===== src/rtl/pva_pkg.sv =====
`timescale 1ns / 1ps
package pva_pkg;
   typedef enum logic [1:0] {
      CMD_NOTE_DOWN = 2'd0,
      CMD_NOTE_UP   = 2'd1,
      CMD_SUS_DOWN  = 2'd2,
      CMD_SUS_UP    = 2'd3
   } cmd_type;

   localparam logic ACT_TRIGGER = 1'b0;
   localparam logic ACT_RELEASE = 1'b1;
   localparam int   MAX_RESULTS = 16;

   typedef struct packed {
      logic [1:0] cmd;
      logic [6:0] note_number;
      logic [6:0] strike_velocity;
   } req_type;

   typedef struct packed {
      logic       action;
      logic [3:0] voice_index;
      logic [6:0] voice_note;
      logic [6:0] voice_velocity;
      logic       stolen;
      logic       last;
   } rsp_type;

   typedef enum logic [2:0] {
      ST_IDLE,
      ST_LOOKUP,
      ST_DOWN,
      ST_RECENCY,
      ST_UP,
      ST_SWEEP,
      ST_EMIT
   } state_type;
endpackage


===== src/rtl/pva_if.sv =====
`timescale 1ns / 1ps
interface pva_req_if;
   logic                valid;
   logic                ready;
   pva_pkg::req_type    payload;
   modport source (output valid, output payload, input ready);
   modport sink   (input valid, input payload, output ready);
endinterface

interface pva_rsp_if;
   logic                valid;
   logic                ready;
   pva_pkg::rsp_type    payload;
   modport source (output valid, output payload, input ready);
   modport sink   (input valid, input payload, output ready);
endinterface


===== src/rtl/polyphonic_voice_allocator.sv =====
`timescale 1ns / 1ps
// A note down passes lookup, allocation and the recency walk before its trigger; a note up passes lookup and release.
// Sustain up walks the recency order, one voice a cycle with an extra emit step per release,
// stalling while a release waits on the response port.
// The engine takes one request at a time.
// Reset (synchronous): a clear of all 128 note-map entries runs before the first request.
module polyphonic_voice_allocator #(
   parameter int VOICE_COUNT = 16
) (
   input  logic clock,
   input  logic reset,
   pva_req_if.sink   req,
   pva_rsp_if.source rsp
);
   import pva_pkg::*;

   // request queue between front and engine
   pva_req_if cmdq ();

   pva_front u_front (
      .clock(clock),
      .reset(reset),
      .req  (req),
      .cmdq (cmdq)
   );

   // engine: lookup, allocate, recency walk, sustain sweep
   pva_engine #(.VOICE_COUNT(VOICE_COUNT)) u_engine (
      .clock(clock),
      .reset(reset),
      .cmdq (cmdq),
      .rsp  (rsp)
   );
endmodule


===== src/rtl/pva_ram.sv =====
`timescale 1ns / 1ps
module pva_ram #(
   parameter int WIDTH = 8,
   parameter int DEPTH = 16
) (
   input  logic                     clock,
   input  logic                     wr_en,
   input  logic [$clog2(DEPTH)-1:0] wr_addr,
   input  logic [WIDTH-1:0]         wr_data,
   input  logic [$clog2(DEPTH)-1:0] rd_addr,
   output logic [WIDTH-1:0]         rd_data
);
   logic [WIDTH-1:0] mem_ff [DEPTH];
   logic [WIDTH-1:0] rd_data_ff;

   always_ff @(posedge clock) begin
      if (wr_en) begin
         mem_ff[wr_addr] <= wr_data;
      end
      rd_data_ff <= mem_ff[rd_addr];
   end
   assign rd_data = rd_data_ff;
endmodule


===== src/rtl/pva_front.sv =====
`timescale 1ns / 1ps
// Input skid: two-entry queue between the request port and the engine.
module pva_front (
   input  logic clock,
   input  logic reset,
   pva_req_if.sink   req,
   pva_req_if.source cmdq
);
   import pva_pkg::*;

   req_type    slot_ff [2];
   req_type    slot_in [2];
   logic [1:0] count_ff, count_in;
   logic       push, pop;

   assign req.ready    = (count_ff != 2'd2);
   assign push         = req.valid && req.ready;
   assign pop          = cmdq.valid && cmdq.ready;
   assign cmdq.valid   = (count_ff != 2'd0);
   assign cmdq.payload = slot_ff[0];

   always_comb begin
      slot_in  = slot_ff;
      count_in = count_ff;
      if (pop) begin
         slot_in[0] = slot_ff[1];
      end
      if (push) begin
         if (pop) begin
            if (count_ff == 2'd1) slot_in[0] = req.payload;
            else                  slot_in[1] = req.payload;
         end else begin
            if (count_ff == 2'd0) slot_in[0] = req.payload;
            else                  slot_in[1] = req.payload;
         end
      end
      count_in = count_ff + {1'b0, push} - {1'b0, pop};
   end

   always_ff @(posedge clock) begin
      if (reset) begin
         count_ff <= '0;
      end else begin
         count_ff <= count_in;
      end
      slot_ff <= slot_in;
   end
endmodule


===== src/rtl/pva_engine.sv =====
`timescale 1ns / 1ps
// Allocation engine: one request at a time, sequenced.
module pva_engine #(
   parameter int VOICE_COUNT = 16
) (
   input  logic clock,
   input  logic reset,
   pva_req_if.sink   cmdq,
   pva_rsp_if.source rsp
);
   import pva_pkg::*;

   localparam int VW = (VOICE_COUNT > 1) ? $clog2(VOICE_COUNT) : 1;
   localparam int MW = $clog2(VOICE_COUNT + 1);
   localparam int CW = $clog2(VOICE_COUNT + 1);
   localparam int EW = $clog2(MAX_RESULTS + 1);
   localparam logic [VW-1:0] VLAST = VW'(VOICE_COUNT - 1);
   localparam logic [CW-1:0] NV    = CW'(VOICE_COUNT);

   state_type state_ff, state_in;
   req_type   cur_ff, cur_in;

   // note map: 128 x (voice+1), cleared by a sweep after reset
   logic          map_we;
   logic [6:0]    map_wa;
   logic [MW-1:0] map_wd;
   logic [6:0]    map_ra;
   logic [MW-1:0] map_rd;
   logic          clearing_ff;
   logic [6:0]    clr_ff;

   pva_ram #(.WIDTH(MW), .DEPTH(128)) u_map (
      .clock  (clock),
      .wr_en  (map_we),
      .wr_addr(map_wa),
      .wr_data(map_wd),
      .rd_addr(map_ra),
      .rd_data(map_rd)
   );

   logic [6:0]    vnote_ff  [VOICE_COUNT];
   logic [VOICE_COUNT-1:0] held_ff, play_ff, sus_ff;
   logic [VW-1:0] rec_ff   [VOICE_COUNT];
   logic [VW-1:0] fifo_ff  [VOICE_COUNT];
   logic [VW-1:0] head_ff;
   logic [CW-1:0] fcount_ff;

   logic [VW-1:0] v_ff;
   logic          stl_ff;
   logic [VW-1:0] pos_ff;     // recency walk pointer / sweep index
   logic          found_ff;
   logic [EW-1:0] emitted_ff; // saturates at the result cap
   logic          ret_sweep_ff; // emit returns to sweep
   logic [VW-1:0] order_ff [VOICE_COUNT];
   rsp_type       out_ff;
   logic          out_valid_ff;

   logic [VW-1:0] tail_idx;
   logic [VW:0]   tail_sum;
   logic [VW-1:0] sv;
   logic          sweep_end;
   logic          later_rel;

   // only used while fcount_ff < VOICE_COUNT, so the count fits VW bits
   assign tail_sum = {1'b0, head_ff} + {1'b0, VW'(fcount_ff)};
   assign tail_idx = (tail_sum >= (VW+1)'(VOICE_COUNT)) ?
                     VW'(tail_sum - (VW+1)'(VOICE_COUNT)) : tail_sum[VW-1:0];
   assign sv       = order_ff[pos_ff];
   assign sweep_end = (pos_ff == VLAST);

   assign cmdq.ready  = (state_ff == ST_IDLE) && !clearing_ff && !out_valid_ff;
   assign rsp.valid   = out_valid_ff;
   assign rsp.payload = out_ff;

   // any voice later in the sweep that will release as well
   always_comb begin
      later_rel = 1'b0;
      for (int j = 0; j < VOICE_COUNT; j++) begin
         if (VW'(j) > pos_ff && sus_ff[order_ff[j]] &&
             play_ff[order_ff[j]] && !held_ff[order_ff[j]])
            later_rel = 1'b1;
      end
   end

   always_comb begin
      state_in = state_ff;
      case (state_ff)
         ST_IDLE:     if (cmdq.valid && cmdq.ready) begin
                         state_in = (cmdq.payload.cmd == CMD_SUS_DOWN) ? ST_IDLE :
                                    (cmdq.payload.cmd == CMD_SUS_UP)   ? ST_SWEEP :
                                    ST_LOOKUP;
                      end
         ST_LOOKUP:   state_in = (cur_ff.cmd == CMD_NOTE_DOWN) ? ST_DOWN : ST_UP;
         ST_DOWN:     state_in = ST_RECENCY;
         ST_RECENCY:  if (sweep_end) state_in = ST_EMIT;
         ST_UP:       state_in = ST_IDLE;
         ST_SWEEP:    if (!out_valid_ff || rsp.ready) begin
                         if (sus_ff[sv] && play_ff[sv] && !held_ff[sv])
                            state_in = ST_EMIT;
                         else if (sweep_end)
                            state_in = ST_IDLE;
                      end
         ST_EMIT:     state_in = ST_IDLE;
         default:     state_in = ST_IDLE;
      endcase
      if (state_ff == ST_EMIT && ret_sweep_ff && !sweep_end) state_in = ST_SWEEP;
   end

   always_comb begin
      cur_in = cur_ff;
      if (state_ff == ST_IDLE && cmdq.valid && cmdq.ready) cur_in = cmdq.payload;
   end

   // map port control
   always_comb begin
      map_ra = cur_in.note_number;
      map_we = 1'b0;
      map_wa = cur_ff.note_number;
      map_wd = '0;
      if (clearing_ff) begin
         map_we = 1'b1;
         map_wa = clr_ff;
      end else if (state_ff == ST_DOWN && stl_ff) begin
         // dropped old mapping cleared in the ST_DOWN case below
         map_we = 1'b0;
      end
      if (!clearing_ff) begin
         case (state_ff)
            ST_LOOKUP: begin
               map_ra = vnote_ff[rec_ff[0]];
            end
            ST_DOWN: begin
               if (stl_ff && map_rd == MW'({1'b0, v_ff} + 1)) begin
                  map_we = 1'b1;
                  map_wa = vnote_ff[v_ff];
               end
            end
            ST_RECENCY: if (sweep_end) begin
               map_we = 1'b1;
               map_wa = cur_ff.note_number;
               map_wd = MW'({1'b0, v_ff} + 1);
            end
            ST_UP: if (found_ff && held_ff[v_ff] && play_ff[v_ff] && !sus_ff[v_ff]) begin
               map_we = 1'b1;
               map_wa = vnote_ff[v_ff];
            end
            ST_SWEEP: if ((!out_valid_ff || rsp.ready) &&
                          sus_ff[sv] && play_ff[sv] && !held_ff[sv]) begin
               map_we = 1'b1;
               map_wa = vnote_ff[sv];
            end
            default: ;
         endcase
      end
   end

   always_ff @(posedge clock) begin
      if (reset) begin
         state_ff     <= ST_IDLE;
         clearing_ff  <= 1'b1;
         clr_ff       <= '0;
         held_ff      <= '0;
         play_ff      <= '0;
         sus_ff       <= '0;
         head_ff      <= '0;
         fcount_ff    <= NV;
         out_valid_ff <= 1'b0;
         for (int i = 0; i < VOICE_COUNT; i++) begin
            rec_ff[i]   <= VW'(i);
            fifo_ff[i]  <= VW'(i);
            vnote_ff[i] <= '0;
         end
      end else begin
         state_ff <= state_in;
         if (clearing_ff) begin
            clr_ff <= clr_ff + 7'd1;
            if (clr_ff == 7'd127) clearing_ff <= 1'b0;
         end
         if (out_valid_ff && rsp.ready) out_valid_ff <= 1'b0;
         case (state_ff)
            ST_IDLE: if (cmdq.valid && cmdq.ready) begin
               emitted_ff   <= '0;
               pos_ff       <= '0;
               found_ff     <= 1'b0;
               ret_sweep_ff <= 1'b0;
               order_ff     <= rec_ff;
               if (cmdq.payload.cmd == CMD_SUS_DOWN) sus_ff <= '1;
            end
            ST_LOOKUP: ;
            ST_DOWN: begin
               found_ff <= 1'b0;
               pos_ff   <= '0;
            end
            ST_RECENCY: begin
               // shift one entry per cycle once the voice is passed
               if (found_ff || rec_ff[pos_ff] == v_ff) begin
                  if (!sweep_end) rec_ff[pos_ff] <= rec_ff[pos_ff + VW'(1)];
                  found_ff <= 1'b1;
               end
               if (sweep_end) begin
                  rec_ff[pos_ff]  <= v_ff;
                  held_ff[v_ff]   <= 1'b1;
                  play_ff[v_ff]   <= 1'b1;
                  vnote_ff[v_ff]  <= cur_ff.note_number;
                  out_ff.action         <= ACT_TRIGGER;
                  out_ff.voice_index    <= 4'(v_ff);
                  out_ff.voice_note     <= cur_ff.note_number;
                  out_ff.voice_velocity <= cur_ff.strike_velocity;
                  out_ff.stolen         <= stl_ff;
                  out_ff.last           <= 1'b1;
               end else begin
                  pos_ff <= pos_ff + VW'(1);
               end
            end
            ST_UP: if (found_ff && held_ff[v_ff]) begin
               held_ff[v_ff] <= 1'b0;
               if (play_ff[v_ff] && !sus_ff[v_ff]) begin
                  play_ff[v_ff]  <= 1'b0;
                  vnote_ff[v_ff] <= '0;
                  if (fcount_ff < NV) begin
                     fifo_ff[tail_idx] <= v_ff;
                     fcount_ff         <= fcount_ff + CW'(1);
                  end
                  out_ff.action         <= ACT_RELEASE;
                  out_ff.voice_index    <= 4'(v_ff);
                  out_ff.voice_note     <= vnote_ff[v_ff];
                  out_ff.voice_velocity <= '0;
                  out_ff.stolen         <= 1'b0;
                  out_ff.last           <= 1'b1;
                  out_valid_ff          <= 1'b1;
               end
            end
            ST_SWEEP: if (!out_valid_ff || rsp.ready) begin
               if (sus_ff[sv]) begin
                  sus_ff[sv] <= 1'b0;
                  if (play_ff[sv] && !held_ff[sv]) begin
                     play_ff[sv]  <= 1'b0;
                     vnote_ff[sv] <= '0;
                     if (fcount_ff < NV) begin
                        fifo_ff[tail_idx] <= sv;
                        fcount_ff         <= fcount_ff + CW'(1);
                     end
                     ret_sweep_ff          <= 1'b1;
                     out_ff.action         <= ACT_RELEASE;
                     out_ff.voice_index    <= 4'(sv);
                     out_ff.voice_note     <= vnote_ff[sv];
                     out_ff.voice_velocity <= '0;
                     out_ff.stolen         <= 1'b0;
                     out_ff.last           <= 1'b0;
                  end
               end
               if (!(sus_ff[sv] && play_ff[sv] && !held_ff[sv])) begin
                  if (!sweep_end) pos_ff <= pos_ff + VW'(1);
               end
            end
            ST_EMIT: begin
               // output register is free here (sweep waited for it)
               if (ret_sweep_ff) begin
                  // last if no later voice releases; the final result that
                  // fits under the cap closes the run when more would follow
                  out_ff.last  <= (emitted_ff == EW'(MAX_RESULTS - 1)) || !later_rel;
                  out_valid_ff <= (emitted_ff < EW'(MAX_RESULTS));
                  if (emitted_ff < EW'(MAX_RESULTS)) emitted_ff <= emitted_ff + EW'(1);
                  if (!sweep_end) pos_ff <= pos_ff + VW'(1);
               end else begin
                  out_valid_ff <= 1'b1;
               end
            end
            default: ;
         endcase
         if (state_ff == ST_LOOKUP) begin
            // map_rd holds the mapping of the request note
            if (map_rd != '0 && map_rd <= MW'(VOICE_COUNT)) begin
               v_ff     <= VW'(map_rd - MW'(1));
               stl_ff   <= 1'b0;
               found_ff <= 1'b1;
            end else if (cur_ff.cmd == CMD_NOTE_DOWN) begin
               if (fcount_ff == '0) begin
                  v_ff   <= rec_ff[0];
                  stl_ff <= 1'b1;
               end else begin
                  v_ff      <= fifo_ff[head_ff];
                  stl_ff    <= 1'b0;
                  head_ff   <= (head_ff == VLAST) ? '0 : head_ff + VW'(1);
                  fcount_ff <= fcount_ff - CW'(1);
               end
            end
         end
      end
      cur_ff <= cur_in;
   end
endmodule


===== src/flat_wrapper.sv =====
// flat-port wrapper written by rule: the top's interface ports become plain ports
module polyphonic_voice_allocator_flat import pva_pkg::*;
#(
   parameter int VOICE_COUNT = 16
)
  (clock, reset, req_valid, req_payload, req_ready, rsp_valid, rsp_payload, rsp_ready);
  pva_req_if req_i ();
  pva_rsp_if rsp_i ();
  input  logic clock;
  input  logic reset;
  input wire logic [$bits(req_i.valid)-1:0] req_valid;
  input wire logic [$bits(req_i.payload)-1:0] req_payload;
  output wire logic [$bits(req_i.ready)-1:0] req_ready;
  output wire logic [$bits(rsp_i.valid)-1:0] rsp_valid;
  output wire logic [$bits(rsp_i.payload)-1:0] rsp_payload;
  input wire logic [$bits(rsp_i.ready)-1:0] rsp_ready;
  assign req_i.valid = req_valid;
  assign req_i.payload = req_payload;
  assign req_ready = req_i.ready;
  assign rsp_valid = rsp_i.valid;
  assign rsp_payload = rsp_i.payload;
  assign rsp_i.ready = rsp_ready;
  polyphonic_voice_allocator #(.VOICE_COUNT(VOICE_COUNT)) u_core (.clock(clock), .reset(reset), .req(req_i), .rsp(rsp_i));
endmodule

===== config.mk =====
export PLATFORM = sky130hd
export DESIGN_NAME = polyphonic_voice_allocator_flat
export DESIGN_NICKNAME = d
export VERILOG_FILES = /design/src/rtl/pva_pkg.sv /design/src/rtl/pva_if.sv /design/src/rtl/polyphonic_voice_allocator.sv /design/src/rtl/pva_ram.sv /design/src/rtl/pva_front.sv /design/src/rtl/pva_engine.sv /design/src/flat_wrapper.sv
export SDC_FILE = /design/constraint.sdc
export NUM_CORES = 2
export LEC_CHECK = 0
export ABC_AREA = 1
export BUFFER_PORTS_ARGS = -buffer_cell sky130_fd_sc_hd__buf_2
export CAP_MARGIN = 0
export CORE_UTILIZATION = 50
export CTS_CLUSTER_DIAMETER = 30
export DETAILED_ROUTE_END_ITERATION = 10
export PLACE_DENSITY = 0.61
export SYNTH_ARGS = -nofsm -noshare
export SYNTH_HDL_FRONTEND = slang
export SYNTH_HIERARCHICAL = 1
export SYNTH_SLANG_ARGS = --single-unit

===== constraint.sdc =====
create_clock -name clock -period 7.89 [get_ports clock]
set_clock_uncertainty 0.05 [all_clocks]
set_input_delay 0.789 -clock clock [delete_from_list [all_inputs] [get_ports clock]]
set_output_delay 0.789 -clock clock [all_outputs]
set_load 0.1 [all_outputs]

Word-level counts from Yosys, hierarchy flattened
Memories as Yosys holds them, arrays and structs flattened. A register that Yosys moved wholly into a read port is not among the register bits.
Cells that the tools add are included.
{ "word_totals": {"reg_bits": 284, "ramBits": 816, "inputBits": 20, "output_inout_bits": 23, "word_cells": 598, "mem_count": 3} }
{ "mem_list": {"columns": ["name", "words", "width", "read_ports", "rd_clocked_by_memory_dff", "write_ports", "line", "text"], "rows": [
  ["u_core.u_engine.u_map.mem_ff", 128, 5, 1, 1, 1, "pva_ram.sv:13", "logic [WIDTH-1:0] mem_ff [DEPTH];"],
  ["u_core.u_engine.vnote_ff", 16, 7, 3, 2, 16, "pva_engine.sv:41", "logic [6:0] vnote_ff [VOICE_COUNT];"],
  ["u_core.u_engine.fifo_ff", 16, 4, 1, 1, 16, "pva_engine.sv:44", "logic [VW-1:0] fifo_ff [VOICE_COUNT];"]
]} }
{ "op_classes": {"addsub": 12, "order_cmp": 43, "n_eq_ne": 34, "mux": 299, "n_bitwise": 15, "n_reduce_logical": 128} }
{ "ops": {"columns": ["op", "n"], "rows": [
  ["64-bit two-way mux", 5],
  ["16-bit two-way mux", 17],
  ["1-bit binary-select mux with 4-bit select", 54],
  ["1-bit two-way mux", 129],
  ["64-bit bitwise mux", 2],
  ["21-bit two-way mux", 6],
  ["4-bit two-way mux", 27],
  ["4-bit by 5-bit less-than comparator with 1-bit output, second input constant", 18],
  ["5-bit two-way mux", 16],
  ["7-bit two-way mux", 11],
  ["1-bit logical AND", 72],
  ["16-bit bitwise AND", 4],
  ["32-bit two-way mux", 2],
  ["16-bit one-hot mux with 2 select lines", 2],
  ["20-bit one-hot mux with 3 select lines", 1],
  ["4-bit binary-select mux with 4-bit select", 3],
  ["16-bit one-hot mux with 3 select lines", 1],
  ["4-bit > comparator, first input constant", 8],
  ["16-bit NOT", 2],
  ["16-bit OR", 2],
  ["7-bit one-hot mux with 4 select lines", 1],
  ["3-bit two-way mux", 9],
  ["1-bit logical NOT", 22],
  ["2-bit != test, second input constant", 11],
  ["61 further kinds", 106]
]} }

Longest topological paths before layout
{ "depth": {"word_depth": 25, "depth_mapped": 31} }

Modules after synthesis
Netlist, hierarchy kept.
{ "modules_own_cells": {"columns": ["module", "n_inst", "cells_per_inst", "area_each_um2"], "rows": [
  ["pva_engine", 1, 3738, 27154.8],
  ["pva_ram", 1, 2308, 26696.9],
  ["pva_front", 1, 359, 2273.4]
]} }

Worst setup path after synthesis
No wires, ideal clock.
{ "synth_path": {"path_kind": "register to register", "from": "register u_core.u_engine.pos_ff[0]", "to": "memory u_core/u_engine/u_map/mem_ff[0][0] in the netlist's numbering (data pin)", "setup_time_ps": 798, "t_arrival_ps": 5162, "t_required_ps": 7042, "setup_slack_ps": 1881, "stages_incl_launch_ff": 10, "path_buffers": 2, "period_less_slack_ps": 6009, "path_cell_list": "edfxtp_1 ha_1 clkbuf_1 inv_1 nor2_1 inv_1 nor2_1 clkbuf_1 nand2_1 nor2_1"} }
{ "synth_via": {"elab_chain_cells": 4} }
{ "synth_lines": {"columns": ["item", "line", "text"], "rows": [
  ["start: declaration", "pva_engine.sv:50", "logic [VW-1:0] pos_ff;"],
  ["start signal: assignment", "pva_engine.sv:212", "pos_ff <= pos_ff + VW'(1);"],
  ["start signal: assignment", "pva_engine.sv:253", "if (!sweep_end) pos_ff <= pos_ff + VW'(1);"],
  ["start signal: assignment", "pva_engine.sv:264", "if (!sweep_end) pos_ff <= pos_ff + VW'(1);"],
  ["4-bit equality test", "pva_engine.sv:69", "assign sweep_end = (pos_ff == VLAST);"],
  ["5-bit two-way mux", "pva_engine.sv:138", "ST_RECENCY: if (sweep_end) begin"],
  ["5-bit two-way mux", "pva_engine.sv:128", "case (state_ff)"],
  ["5-bit two-way mux", "pva_engine.sv:127", "if (!clearing_ff) begin"],
  ["named net u_core.u_engine.map_wd[0]", "pva_engine.sv:26", "logic [MW-1:0] map_wd;"],
  ["end: declaration", "pva_ram.sv:13", null]
]} }
The timed path passes the listed nets, and every way through them passes these cells.

Final worst setup path
{ "layout_path": {"from": "register u_core.u_engine.pos_ff[0]", "to": "memory u_core/u_engine/u_map/mem_ff[70][0] in the netlist's numbering, enable pin"} }
{ "layout_via": {"elab_cells_between_ends": 26, "cone_classes": "eq/ne: 1; mux: 19; bitwise: 1; reduce/logical: 4; memory: 1"} }
{ "layout_rtl": {"columns": ["item", "line", "text"], "rows": [
  ["4-bit NOT with 5-bit output (implied by the code)", "pva_engine.sv:68", "assign sv = order_ff[pos_ff];"],
  ["4-bit binary-select mux with 4-bit select", "pva_engine.sv:68", null],
  ["4-bit two-way mux (implied by the code) (2 in series)", "pva_engine.sv:68", null],
  ["1-bit binary-select mux with 4-bit select", "pva_engine.sv:148", "sus_ff[sv] && play_ff[sv] && !held_ff[sv]) begin"],
  ["1-bit two-way mux (implied by the code)", "pva_engine.sv:148", null],
  ["1-bit logical AND", "pva_engine.sv:147", "ST_SWEEP: if ((!out_valid_ff || rsp.ready) &&"],
  ["1-bit logical AND (2 in series)", "pva_engine.sv:148", null],
  ["7-bit two-way mux", "pva_engine.sv:147", null],
  ["7-bit one-hot mux with 4 select lines (*)", "pva_engine.sv:128", null],
  ["7-bit two-way mux (*)", "pva_engine.sv:127", null],
  ["named net u_core.u_engine.map_wa[2]", "pva_engine.sv:25", "logic [6:0] map_wa;"]
]} }
Mark *: on every way through the listed nets, which the timed path passes. The rest lies on a longest branch. The select of a mux whose other input is x is not followed.

==> impl_metrics.yaml <==
outcome:
  status: "complete, no violations"
timing:
  hold_viol_final: 0
  fin_tns_setup_ns: 0
  fin_crit_ns: 6.94
  rsz0062_at_grt: "no"
  slew_viol_final: 0
  maxSlewHeadroom_pct: 16.5
  min_period_over_period_pct: 87.9
  setup_viol: 0
  worstMarginPinSlew_ns: 1.25
  fmax_mhz: 144
global_route:
  grt_overflow: 0
  grt_pass1_vias: 43600
  grt_pass1_wl_um: 264000
  track_usage_pct: 30.6
  grt_max_degree: 255
  grt_use_met3_pct: 5.12
  grtUsageMet1_pct: 41.9
  antenna_found_initial: 0
  gr-usage-met2_pct: 48.0
  gr-max-usage-layer: "met2"
worst_setup_path:
  cp.arrival_ns: 7.35
  crit_type: "reg2reg"
  start_kind: "register"
  cp_data_required_time_ns: 8.30
  r2r_slack_ns: 0.95
  crit_fanout: 67
  end_kind: "register"
hold_path:
  hold_path.class: "in2reg"
synth:
  synth_area_leader_cell: "edfxtp_1"
  yosys-top-cells-count: "1,582 x nand2_1, 942 x edfxtp_1, 805 x nand3_1"
  synth.top_cell.area_share_pct: 50.4
  synth_ff_type: "edfxtp_1"
  async_reset_ff_share_pct: 0
  synthDistinctLibCells: 57
  synthMuxAreaShare_pct: 0.285
  yosys.cell_count.top_type: "nand2_1"
  yosys.area_share.simple_pct: 23.4
  syn_area_per_cell_um2: 8.76
  syn-num-nets: 6445
  synthAdderAreaFrac_pct: 0.459
  synth.area.top_cells: "edfxtp_1 50%, nand2_1 11%, nand3_1 7.2%"
  synth_compound_area_share_pct: 12.0
  syn_area_um2: 56100
  synth_top_family_by_area: "simple AND/OR/NAND/NOR gates"
  syn_inst: 6405
  synth_edf_count: 942
  ys_warn_count: 6
  synth_seq_cells: 1117
  synth_xor_area_share_pct: 0.296
  synth_seq_area_share_pct: 56.6
detailed_routing:
  antenna_left: 0
  first_pass_iters: 7
  vias_per_cell: 5.83
  drc: 0
  route.final.wire_length_um: 175000
  dr_total_vias: 46900
  first_iter_violations: 5556
  post_drt_wl_per_cell_um: 21.7
finish:
  syn2layout_area_growth_pct: 15.7
  drive_gt1_share_pct: 9.30
  stdcell_count: 8046
  nets: 6394
  diodes: 0
cts:
  cts_tree: "built"
  post_cts_resized: 0
  cts_root_buf: "clkbuf_16"
  post_cts_buffers: 0
  clock_latency_ns: 0.83
  htree_levels: 4
  clock_tree.buffer_depth: 3
  cts_hold_buf: 0
  cts.sinks: 1117
  cts_buffers: 229
  clk_pin_slew_ns: 0.05
placement:
  place_hpwl_um: 113000
  placed_cells: 7611
  io_buffers: 42
  place.gp.congestion: 0.986
floorplanning:
  dieArea_um2: 114000
  rows: 122
  ios: 43
  chipWidth_um: 337
  initial_core_util_pct: 50.6
  die_y_um: 337
  core_um2: 111000
power:
  power.leakage_nw: 25.2
  ir_drop_v: 0.000228
  powerDensity_nw_per_um2: 254
job:
  max_cap_violations: 0
worst max-delay path, cell delays in order (launching register included):
cell,delay [ns]
edfxtp_1,0.42
buf_4,0.56
nand2_1,0.12
nand3_1,0.10
nand2_1,0.07
nand2_1,0.07
nand2_2,0.11
nor2_4,0.50
nor2_1,0.18
inv_1,0.86
o22ai_1,0.13
o21ai_0,0.43
nand4_1,0.31
nand2_1,0.15
o211ai_1,0.10
a21oi_1,0.62
inv_1,0.20
nor3_1,0.24
nand2_1,0.67
nor2_1,0.63
cell type report:
cell class                      instances  area [µm²]
Sequential cell                      1117       31800
Multi-Input combinational cell       4406       20500
Clock buffer                          244        5830
Tap cell                             1488        1860
Inverter                              478        1820
Fill cell                            9817       46000
Clock inverter                        191        2180
Timing Repair Buffer                  122         911
stage by stage:
stage | hold slack [ns] | setup slack [ns] | power [mW] | util [%] | area [µm²]
after global placement | 0.384 | 1.32 | 6.85 | 51.3 | 56900
after detailed placement | 0.385 | 1.07 | 6.85 | 51.3 | 56900
final | 0.136 | 0.953 | 16.5 | 58.5 | 64900
after floorplan | 0.375 | 1.88 | 6.77 | - | 56100
after global routing | 0.105 | 0.651 | 16.9 | 58.5 | 64900
after CTS | 0.0795 | 1.08 | 16.6 | 58.5 | 64900
logic make-up (layout without fill, tap and decap cells):
| kind of cell | count (synthesis) | in the layout |
|---|---|---|
| and+or+nand+nor | 3133 | 3133 |
| AOI/OAI and AO/OA | 1218 | 1218 |
| DFF | 1117 | 1117 |
| buffers and inverters | 882 | 1035 |
| adders and majority gates | 20 | 20 |
| xor gates and xnor gates | 19 | 19 |
| muxes | 16 | 16 |
flip-flops by register name, summed over array words and instances, names as in the netlist, 7 cells and up, named ones only:
signal	flops
u_core/u_engine/order_ff	64
u_core/u_engine/play_ff	16
u_core/u_front/slot_ff	16
u_core/u_engine/cur_ff	16
u_core/u_engine/rsp.payload	21
u_core/u_engine/u_map/mem_ff	640
u_core/u_engine/rec_ff	60
u_core/u_engine/clr_ff	7
u_core/u_engine/fifo_ff	64
u_core/u_front/cmdq.payload	16
u_core/u_engine/vnote_ff	112
u_core/u_engine/sus_ff	16
report_power, final:
part / switching [mW] / internal, mW
registers: 0.0534 / 6.41
logic: 0.210 / 0.0782
clock network: 3.40 / 6.32
per-layer routing:
layer | up-vias | wire length (µm)
met4 | 0 | 6230
li1 | 22000 | -
met3 | 379 | 14500
met1 | 22300 | 74000
met5 | - | 0
met2 | 2219 | 80200
path summary, 6_finish.rpt:
check | from | end | depth (start not counted)
worst max register to register | u_core/u_engine/pos_ff[0] | u_core/u_engine/u_map/mem_ff[70][0] | 19
worst min-delay path | req_payload[9] | u_core/u_front/slot_ff[9] | 1
worst min register to register | u_core/u_front/cmdq.payload[1] | u_core/u_engine/cur_ff[1] | 0
worst max-delay path | u_core/u_engine/pos_ff[0] | u_core/u_engine/u_map/mem_ff[70][0] | 19
cell usage in the layout, fill, tap and decap left out, drive strengths merged, types with 2 or more instances in the layout:
cell and instances:
xor2 14, o21bai 2, inv 519, buf 122, o22ai 61, a31oi 9
o2111ai 3, o21ai 592, clkinvlp 35, a221oi 3, a21oi 380, edfxtp 942
nor3b 5, o31ai 6, a41oi 2, nor3 49, ha 19, nand2 1607
clkbuf 244, clkinv 88, mux2i 16, dfxtp 175, o211ai 95, o221ai 30
or2 2, nand3 809, xnor2 5, a211oi 10, o311ai 16, bufinv 27
a22oi 4, nand4 29, nor2 630
(Power assumes the default switching activity.)
